--- config.mk ---
export PLATFORM = sky130hd
export DESIGN_NAME = tape_image_deframer
export DESIGN_NICKNAME = d
export VERILOG_FILES = /design/src/design/tid_pkg.sv /design/src/design/tape_image_deframer.sv
export SDC_FILE = /design/constraint.sdc
export NUM_CORES = 1
export LEC_CHECK = 0
export ABC_AREA = 0
export BUFFER_PORTS_ARGS = -buffer_cell sky130_fd_sc_hd__buf_2
export CORE_MARGIN = 5
export CORE_UTILIZATION = 25
export CTS_BUF_LIST = sky130_fd_sc_hd__clkbuf_4
export DETAILED_ROUTE_END_ITERATION = 6
export GPL_ROUTABILITY_DRIVEN = 0
export PLACE_DENSITY = 0.46
export SLEW_MARGIN = 25
export SYNTH_ARGS = -nofsm -noshare
export SYNTH_HDL_FRONTEND = slang
export SYNTH_SLANG_ARGS = --single-unit
--- constraint.sdc ---
create_clock -name clk -period 7.54 [get_ports clk]
set_input_delay 0.377 -clock clk [delete_from_list [all_inputs] [get_ports clk]]
set_output_delay 0.377 -clock clk [all_outputs]
set_load 0.01 [all_outputs]
--- src/design/tid_pkg.sv ---
// Package for the tape image deframer: parse phase codes, byte kind codes,
// file type codes, the result record type and the file counter limit.
// No dependencies.
package tid_pkg;

  // Width of the file index and the counter limit it implies (at most 255)
  localparam int FILE_INDEX_BITS = 8;
  localparam int FILE_CAP_INT    = (FILE_INDEX_BITS >= 8) ? 255 : ((1 << FILE_INDEX_BITS) - 1);
  localparam logic [7:0] FILE_CAP = 8'(FILE_CAP_INT);

  // Parse phases
  localparam logic [2:0] PH_START      = 3'd0;
  localparam logic [2:0] PH_BETWEEN    = 3'd1;
  localparam logic [2:0] PH_AFTER_MARK = 3'd2;
  localparam logic [2:0] PH_NAME       = 3'd3;
  localparam logic [2:0] PH_TYPE       = 3'd4;
  localparam logic [2:0] PH_HEADER     = 3'd5;
  localparam logic [2:0] PH_PAYLOAD    = 3'd6;
  localparam logic [2:0] PH_ERROR      = 3'd7;

  // File types
  localparam logic [1:0] TYPE_A = 2'd0;
  localparam logic [1:0] TYPE_B = 2'd1;
  localparam logic [1:0] TYPE_M = 2'd2;

  // Byte kinds
  localparam logic [1:0] KIND_SKIP  = 2'd0;
  localparam logic [1:0] KIND_NAME  = 2'd1;
  localparam logic [1:0] KIND_BODY  = 2'd2;
  localparam logic [1:0] KIND_ERROR = 2'd3;

  // Framing bytes
  localparam logic [7:0] BYTE_MARK  = 8'hA5;
  localparam logic [7:0] BYTE_QUOTE = 8'h22;
  localparam logic [7:0] BYTE_A     = 8'h41;
  localparam logic [7:0] BYTE_B     = 8'h42;
  localparam logic [7:0] BYTE_M     = 8'h4D;

  // Header layout and trailer sizes
  localparam logic [2:0] LEN_POS_A    = 3'd3;
  localparam logic [2:0] LEN_POS_BM   = 3'd1;
  localparam logic [2:0] HDR_LAST_POS = 3'd5;
  localparam logic [3:0] TRAILER_A    = 4'd12;
  localparam logic [3:0] TRAILER_B    = 4'd3;
  localparam logic [3:0] TRAILER_M    = 4'd7;

  // One tagged output byte
  typedef struct packed {
    logic [7:0] data_byte;
    logic [1:0] byte_kind;
    logic       body_end;
    logic [7:0] file_number;
    logic       stream_ok;
  } result_t;

endpackage

--- src/design/tape_image_deframer.sv ---
// Tape image deframer top level: byte parser with output register and skid.
// Depends on tid_pkg.
//
// Usage:
//   Input channel (in_valid / in_stall) carries one raw image byte per
//   transfer with last_byte marking the final byte of the image. Output
//   channel (out_valid / out_stall) carries one tagged byte per input byte:
//   the byte itself, its kind (skipped, name, body, error), a mark on the
//   last body byte of each file, the file index and, on the last byte, a
//   clean-end flag.
//   Each result is registered in the output register, or in the skid register.
//   Throughput is one byte per cycle while in_stall is low; the parser state
//   updates at each accepted byte, so consecutive bytes follow back to back.
//   When the receiver stalls, the result holds in the output register and
//   one more byte is taken into a skid register; in_stall then rises until
//   the output drains.
//   Reset (rst, synchronous) empties both registers and returns the parser
//   to image start with the file count cleared. The same happens inside the
//   parser after the byte flagged last_byte.
module tape_image_deframer
  import tid_pkg::*;
(
  input  logic       clk,
  input  logic       rst,
  input  logic       in_valid,
  output logic       in_stall,
  input  logic [7:0] byte_value,
  input  logic       last_byte,
  output logic       out_valid,
  input  logic       out_stall,
  output logic [7:0] data_byte,
  output logic [1:0] byte_kind,
  output logic       body_end,
  output logic [7:0] file_number,
  output logic       stream_ok
);

  // Parser state
  logic [2:0]  phase, phase_next;
  logic [2:0]  header_position, header_position_next;
  logic [1:0]  file_type, file_type_next;
  logic [7:0]  length_low_byte, length_low_byte_next;
  logic [16:0] bytes_left, bytes_left_next;
  logic [7:0]  file_count, file_count_next;

  // Output register and skid stage
  logic    out_full, skid_full;
  result_t out_reg, skid_reg;
  result_t res;

  logic accept;
  assign in_stall = skid_full;
  assign accept   = in_valid && !skid_full;

  // Per-byte parse
  always_comb begin
    logic       bad;
    logic       opened;
    logic [1:0] kind;
    logic       end_mark;
    logic       ok;
    logic [2:0] lo_pos;
    logic [3:0] trailer;
    logic [2:0] pos_inc;

    phase_next           = phase;
    header_position_next = header_position;
    file_type_next       = file_type;
    length_low_byte_next = length_low_byte;
    bytes_left_next      = bytes_left;
    file_count_next      = file_count;
    bad      = 1'b0;
    opened   = 1'b0;
    kind     = KIND_SKIP;
    end_mark = 1'b0;
    ok       = 1'b0;
    lo_pos   = (file_type == TYPE_A) ? LEN_POS_A : LEN_POS_BM;
    trailer  = (file_type == TYPE_A) ? TRAILER_A :
               ((file_type == TYPE_B) ? TRAILER_B : TRAILER_M);
    pos_inc  = header_position + 3'd1;

    case (phase)
      PH_START, PH_BETWEEN, PH_AFTER_MARK: begin
        if (phase == PH_BETWEEN && byte_value == 8'd0) begin
          opened = 1'b1;
        end else if (phase != PH_AFTER_MARK && byte_value == BYTE_MARK) begin
          phase_next = PH_AFTER_MARK;
          opened     = 1'b1;
        end else if (byte_value == BYTE_QUOTE) begin
          phase_next = PH_NAME;
          opened     = 1'b1;
        end else if (byte_value == BYTE_A) begin
          phase_next           = PH_HEADER;
          file_type_next       = TYPE_A;
          header_position_next = 3'd1;
          length_low_byte_next = 8'd0;
          bytes_left_next      = 17'd0;
          kind                 = KIND_BODY;
          opened               = 1'b1;
        end
        bad = !opened;
      end
      PH_NAME: begin
        if (byte_value == 8'd0) begin
          bad = 1'b1;
        end else if (byte_value == BYTE_QUOTE) begin
          phase_next = PH_TYPE;
        end else begin
          kind = KIND_NAME;
        end
      end
      PH_TYPE: begin
        kind                 = KIND_BODY;
        header_position_next = 3'd1;
        length_low_byte_next = 8'd0;
        bytes_left_next      = 17'd0;
        phase_next           = PH_HEADER;
        if (byte_value == BYTE_A) begin
          file_type_next = TYPE_A;
        end else if (byte_value == BYTE_B) begin
          file_type_next = TYPE_B;
        end else if (byte_value == BYTE_M) begin
          file_type_next = TYPE_M;
        end else begin
          bad = 1'b1;
        end
      end
      PH_HEADER: begin
        kind = KIND_BODY;
        if (header_position == lo_pos) begin
          length_low_byte_next = byte_value;
          header_position_next = pos_inc;
        end else if (header_position == lo_pos + 3'd1) begin
          bytes_left_next      = {1'b0, byte_value, length_low_byte} + {13'd0, trailer};
          header_position_next = 3'd0;
          phase_next           = PH_PAYLOAD;
        end else begin
          header_position_next = (pos_inc > HDR_LAST_POS) ? lo_pos : pos_inc;
        end
      end
      PH_PAYLOAD: begin
        kind = KIND_BODY;
        if (bytes_left <= 17'd1) begin
          bytes_left_next = 17'd0;
          end_mark        = 1'b1;
          phase_next      = PH_BETWEEN;
          if (file_count < FILE_CAP) begin
            file_count_next = file_count + 8'd1;
          end
        end else begin
          bytes_left_next = bytes_left - 17'd1;
        end
      end
      default: begin
        bad = 1'b1;
      end
    endcase

    // Sticky error
    if (bad) begin
      phase_next = PH_ERROR;
      kind       = KIND_ERROR;
      end_mark   = 1'b0;
    end

    // End of image: judge, then return to image start
    if (last_byte) begin
      if (!bad && phase_next == PH_BETWEEN) begin
        ok = 1'b1;
      end else begin
        kind     = KIND_ERROR;
        end_mark = 1'b0;
      end
      phase_next           = PH_START;
      header_position_next = 3'd0;
      file_type_next       = TYPE_A;
      length_low_byte_next = 8'd0;
      bytes_left_next      = 17'd0;
      file_count_next      = 8'd0;
    end

    res.data_byte   = byte_value;
    res.byte_kind   = kind;
    res.body_end    = end_mark;
    res.file_number = file_count;
    res.stream_ok   = ok;
  end

  // Parser state registers
  always_ff @(posedge clk) begin
    if (rst) begin
      phase           <= PH_START;
      header_position <= 3'd0;
      file_type       <= TYPE_A;
      length_low_byte <= 8'd0;
      bytes_left      <= 17'd0;
      file_count      <= 8'd0;
    end else if (accept) begin
      phase           <= phase_next;
      header_position <= header_position_next;
      file_type       <= file_type_next;
      length_low_byte <= length_low_byte_next;
      bytes_left      <= bytes_left_next;
      file_count      <= file_count_next;
    end
  end

  // Output register with skid stage
  always_ff @(posedge clk) begin
    if (rst) begin
      out_full  <= 1'b0;
      skid_full <= 1'b0;
    end else if (!out_full || !out_stall) begin
      if (skid_full) begin
        out_full  <= 1'b1;
        skid_full <= 1'b0;
      end else begin
        out_full <= accept;
      end
    end else if (accept) begin
      skid_full <= 1'b1;
    end
  end

  // Payload registers, no reset
  always_ff @(posedge clk) begin
    if (!out_full || !out_stall) begin
      if (skid_full) begin
        out_reg <= skid_reg;
      end else if (accept) begin
        out_reg <= res;
      end
    end else if (accept) begin
      skid_reg <= res;
    end
  end

  assign out_valid   = out_full;
  assign data_byte   = out_reg.data_byte;
  assign byte_kind   = out_reg.byte_kind;
  assign body_end    = out_reg.body_end;
  assign file_number = out_reg.file_number;
  assign stream_ok   = out_reg.stream_ok;

  // Skid holds data only behind a full output register
  a_skid_behind_out: assert property (@(posedge clk) disable iff (rst)
    skid_full |-> out_full)
    else $error("skid register full while output register empty");

  // End of file mark only on body bytes
  a_end_is_body: assert property (@(posedge clk) disable iff (rst)
    (out_valid && body_end) |-> (byte_kind == KIND_BODY))
    else $error("body_end on a non-body byte");

  // Clean end never tagged as error
  a_ok_not_error: assert property (@(posedge clk) disable iff (rst)
    (out_valid && stream_ok) |-> (byte_kind != KIND_ERROR))
    else $error("stream_ok on an error byte");

  // Error is sticky until the last byte
  a_error_sticky: assert property (@(posedge clk) disable iff (rst)
    (accept && phase == PH_ERROR && !last_byte) |=> (phase == PH_ERROR))
    else $error("left error phase before end of image");

  // Last byte returns the parser to image start
  a_last_resets: assert property (@(posedge clk) disable iff (rst)
    (accept && last_byte) |=> (phase == PH_START && file_count == 8'd0))
    else $error("parser not back at image start after last byte");

endmodule

Word level (Yosys, flattened, before mapping). Cells that the tools add are included.

Shift operators: 0. $mul: 0. Eq/ne operators: 24. Mux-type cells: 83. Reduce and logical (&&, ||, !) cells: 31. Add/subtract/negate cells: 5. Magnitude comparators: 3. Bitwise logic cells: 1. Divide/modulo/power cells: 0.

Operators with widths (count): 2-to-1 mux 17 bit (8); 2-to-1 mux 8 bit (10); one-hot mux 17 bit (4 select lines) (1); 2-to-1 mux 3 bit (20); 2-to-1 mux 20 bit (2); 2-to-1 mux 2 bit (16); == test 8 x 7 -> 1 bit (second input constant) (3); one-hot mux 8 bit (3 select lines) (1); != test 3 bit (second input constant) (7); 2-to-1 mux 1 bit (19); adder 16 x 4 -> 17 bit (1); less-or-equal comparator 17 x 1 -> 1 bit (second input constant) (1); subtractor 17 x 1 -> 17 bit (second input constant) (1); one-hot mux 3 bit (5 select lines) (1); AND reduction 7 bit (2); == test 3 bit (second input constant) (3); one-hot mux 3 bit (3 select lines) (1); adder 8 x 1 -> 8 bit (second input constant) (1); == test 8 x 6 -> 1 bit (second input constant) (1); == test 8 bit (second input constant) (1); zero test 8 bit (1); less-than comparator 8 bit (second input constant) (1); AND reduction 8 bit (1); nonzero test 2 bit (4); other kinds (28) (40).

Bits in read-only memories: 0. Latch bits: 0. Output and inout bits: 22. Input port bits: 13. Memories kept: 0. Register bits after elaboration: 83. Logic and storage cells: 165. Memory bits (writable): 0.

Logic depth before layout (Yosys ltp).
Depth in word-level cells: 15. Mapped depth: 11. Mapped depth without buffers: 11.

Worst setup path after synthesis. Ideal clock, no wire load.

Path type: register to register. Start point: register file_type[0]. End point: register bytes_left[12]. Required time: 7.416 ns. Slack: 4.932 ns. Cell stages (with the launch flop): 12. Setup time: 0.124 ns. Arrival time: 2.484 ns. Buffers on the path: 0. Path through: dfxtp_1 nor2_1 inv_1 ha_1 inv_1 fa_1 nand2b_1 a2111oi_0 nand3_1 xnor2_1 a22oi_1 o21ai_0.

Word-level cells in the longest chain between the ends: 8. Elaborated cells on any way between the ends: 16. Those cells by class: 2 x add/sub; 5 x eq/ne; 7 x mux; 2 x reduce/logical.

RTL lines: from (decl) (line tape_image_deframer.sv:41) `logic [1:0] file_type, file_type_next;`; from (signal assigned) (line tape_image_deframer.sv:201) `file_type <= file_type_next;`; == test 2 x 1 -> 1 bit (line tape_image_deframer.sv:79) `((file_type == TYPE_B) ? TRAILER_B : TRAILER_M);`; 2-to-1 mux 3 bit (line tape_image_deframer.sv:79); 2-to-1 mux 4 bit (line tape_image_deframer.sv:78) `trailer = (file_type == TYPE_A) ? TRAILER_A :`; adder 16 x 4 -> 17 bit (line tape_image_deframer.sv:134) `bytes_left_next = {1'b0, byte_value, length_low_byte} + {13'd0, trailer};`; 2-to-1 mux 17 bit (line tape_image_deframer.sv:133) `end else if (header_position == lo_pos + 3'd1) begin`; 2-to-1 mux 17 bit (line tape_image_deframer.sv:130) `if (header_position == lo_pos) begin`; one-hot mux 17 bit (4 select lines) (line tape_image_deframer.sv:82) `case (phase)`; 2-to-1 mux 17 bit (line tape_image_deframer.sv:167) `if (last_byte) begin`; to (signal assigned) (line tape_image_deframer.sv:203) `bytes_left <= bytes_left_next;`; to (decl) (line tape_image_deframer.sv:43) `logic [16:0] bytes_left, bytes_left_next;`.

Several ways; a longest one is shown, not always the timed one. The select of a mux whose other input is x is not followed. A chain may end at the register's enable or synchronous reset.

Worst setup path after layout.
Start point: register file_type[1]. End point: register bytes_left[12].

The elaborated chain is that of the path after synthesis.

==> metrics <==
Root Buffer=clkbuf_4; Final #Nets=between 500 and 600; post-synthesis sequential area ratio=0.447; CP Data Required Time=7900 ps; max frequency=0.332 GHz; leading area contributor after synthesis=edfxtp_1; Hold Crit Class=primary input to flop; Layout Skew=about 18 ps; final hold violations=0; gr usage total=0.123; drt first-iter violations=410; Leak=1.67 nW; Routed Antenna Nets=0; synth top area cells=edfxtp_1 26%, dfxtp_1 19%, o21ai_0 3.7%; Top FF cell, synth=dfxtp_1; #FFs+latches synth=83; via count=about 4.0k; Synthesized Nets=511; final antenna diode count=0; number of enable flip-flop cells after synthesis=40; status=finished, final reports clean; RSZ-0062 raised after global routing=false; post-cts sizing count=0; CTS Buffer Depth=2; placed insts=726; Yosys Warn Count=0; I/O pins=35; P&R area growth vs syn=11.1%; core area=18100 sq um; max-slew violation count=0; most frequent cells in the layout=43 x dfxtp_1, 42 x nor2_1, 40 x edfxtp_1, 34 x o21ai_0, 34 x buf_2; CP Launch Type=flop; Syn Area/Cell=9.46 sq um; worst setup path category=flop to flop; setup bufs post-CTS=0; share of flip-flops with an asynchronous set or reset=0; commonest non-fill, non-tap cell in the layout=dfxtp_1; largest net degree at the start of global routing=29; IO buf count=34; CTS Buf Count=9; CP arrival=between 3000 and 4000 ps; Pwr per Cell Area=164 nW/um^2; Non-Filler Instances=between 700 and 800; Clock Latency Late Sink=460 ps; first drt pass iteration count=5; Die ar.=approximately 21000 sq um; max reg flops=20; Max FO, Critical Path=6; fin crit period=3010 ps; initial core utilization=0.255; initial antenna violation count=0; grt ovf=0; share of Yosys cell area claimed by the top area cell type=0.260; Avg WL per Cell=17.4 microns; via/cell ratio=5.37; CTS Hold Bufs=0; DRT Wirelength=about 13000 microns; row count=49; final setup fails=0; first-pass GRT wire length=21200 microns; CTS tree=done; Final HPWL DP=slightly above 9000 microns; H-tree levels=3; Die Y=146 microns; VDD IR max=0.0000765 V; Max-slew headroom=0.319; Final period util=0.400; vias in the first global route=just under 4k; Reg clk slew, reported paths=150 ps; Die Wd=146 microns; worst slew pin tran=1020 ps; Post-Syn Area=4620 sq um; Mapped Cells=488; drt drc=0; Final TNS setup=0 ps; Filler cells=1932; CP Capture Type=flop; Max Cap Viol=0; Distinct cells, synth=69; Clock Sinks=83; share of cells above drive strength 1=0.156
[final cells by class]
| class | instances | area (sq um) | share of cell area |
|---|---|---|---|
| repair buffers | 37 | 193 | 0.0376 |
| well taps | 229 | 287 | 0.0559 |
| inverters | 17 | 63.8 | 0.0124 |
| multi-input cells | 360 | 2390 | 0.466 |
| flip-flops and latches | 83 | 2060 | 0.402 |
| clock inverters | 7 | 68.8 | 0.0134 |
| clock buffers | 9 | 67.6 | 0.0132 |
[worst max-delay path, cell delays in order, from the launching register on]
cell and delay [ps]:
dfxtp_1 420, nor2_1 130, inv_1 100, ha_1 180, inv_1 60, fa_1 400, nand2b_1 190, a2111oi_0 820
nand3_1 190, xnor2_1 170, a22oi_1 170, o21ai_0 90
[Yosys cell counts (5+ instances only)]
master	instances
mux2_2	15
o31ai_1	5
buf_2	6
a22o_1	10
o22ai_1	5
nor3_1	17
xnor2_1	13
a21oi_1	25
o211ai_1	6
o21ai_0	34
dfxtp_1	43
inv_1	16
nand2_1	29
xor2_1	5
ha_1	9
nand3_1	16
clkbuf_1	22
a32oi_1	5
nand2b_1	9
nor2_1	42
and3_1	5
nand4_1	7
nor4_1	14
edfxtp_1	40
or3_1	9
[per-stage QoR]
step	worst slack (ps)	cell area (sq um)	power, mW	utilization	hold WS, ps
floorplan	4930	4620	0.553	-	453
global placement	4660	4990	0.582	0.276	468
detailed placement	4520	4990	0.582	0.276	472
CTS	4500	5130	0.852	0.284	190
global route	4240	5130	0.881	0.284	229
finish	4530	5130	0.840	0.284	235
[routing by layer]
metal  part of all wire  global-route usage  vias to the layer above  wire (microns)
met5                  0                   0                        -               0
met4              0.020              0.0389                        0             263
met3              0.052              0.0355                       23             672
met2               0.46               0.190                       97            5920
met1               0.47               0.166                     1947            6070
li1                   -                   -                     1915               -
[power by group]
group	switching [mW]	leakage [nW]	internal, mW
Clock	0.168	0.0733	0.0999
Combinational	0.0544	0.877	0.0259
Sequential	0.00752	0.718	0.484
[path summary, 6_finish.rpt]
check                           slack (ps)        endpoint     startpoint  cells past startpoint
worst min-delay path                   230        in_stall      out_stall                      3
worst max register to register        4530  bytes_left[12]   file_type[1]                     11
worst max-delay path                  4530  bytes_left[12]   file_type[1]                     11
worst min register to register         510   bytes_left[4]  bytes_left[4]                      2
[cells by family (layout without fill, tap and decap cells)]
| kind of cell | after synthesis | in the layout | synth area share |
|---|---|---|---|
| xor gates and xnor gates | 18 | 18 | 0.0342 |
| muxes | 15 | 15 | 0.0366 |
| buffers and inverters | 45 | 70 | 0.0382 |
| adders and majority gates | 10 | 10 | 0.0287 |
| and+or+nand+nor | 178 | 178 | 0.205 |
| DFF | 83 | 83 | 0.447 |
| AOI/OAI and AO/OA | 139 | 139 | 0.210 |
Note: power is estimated with default switching activity, not from simulation.
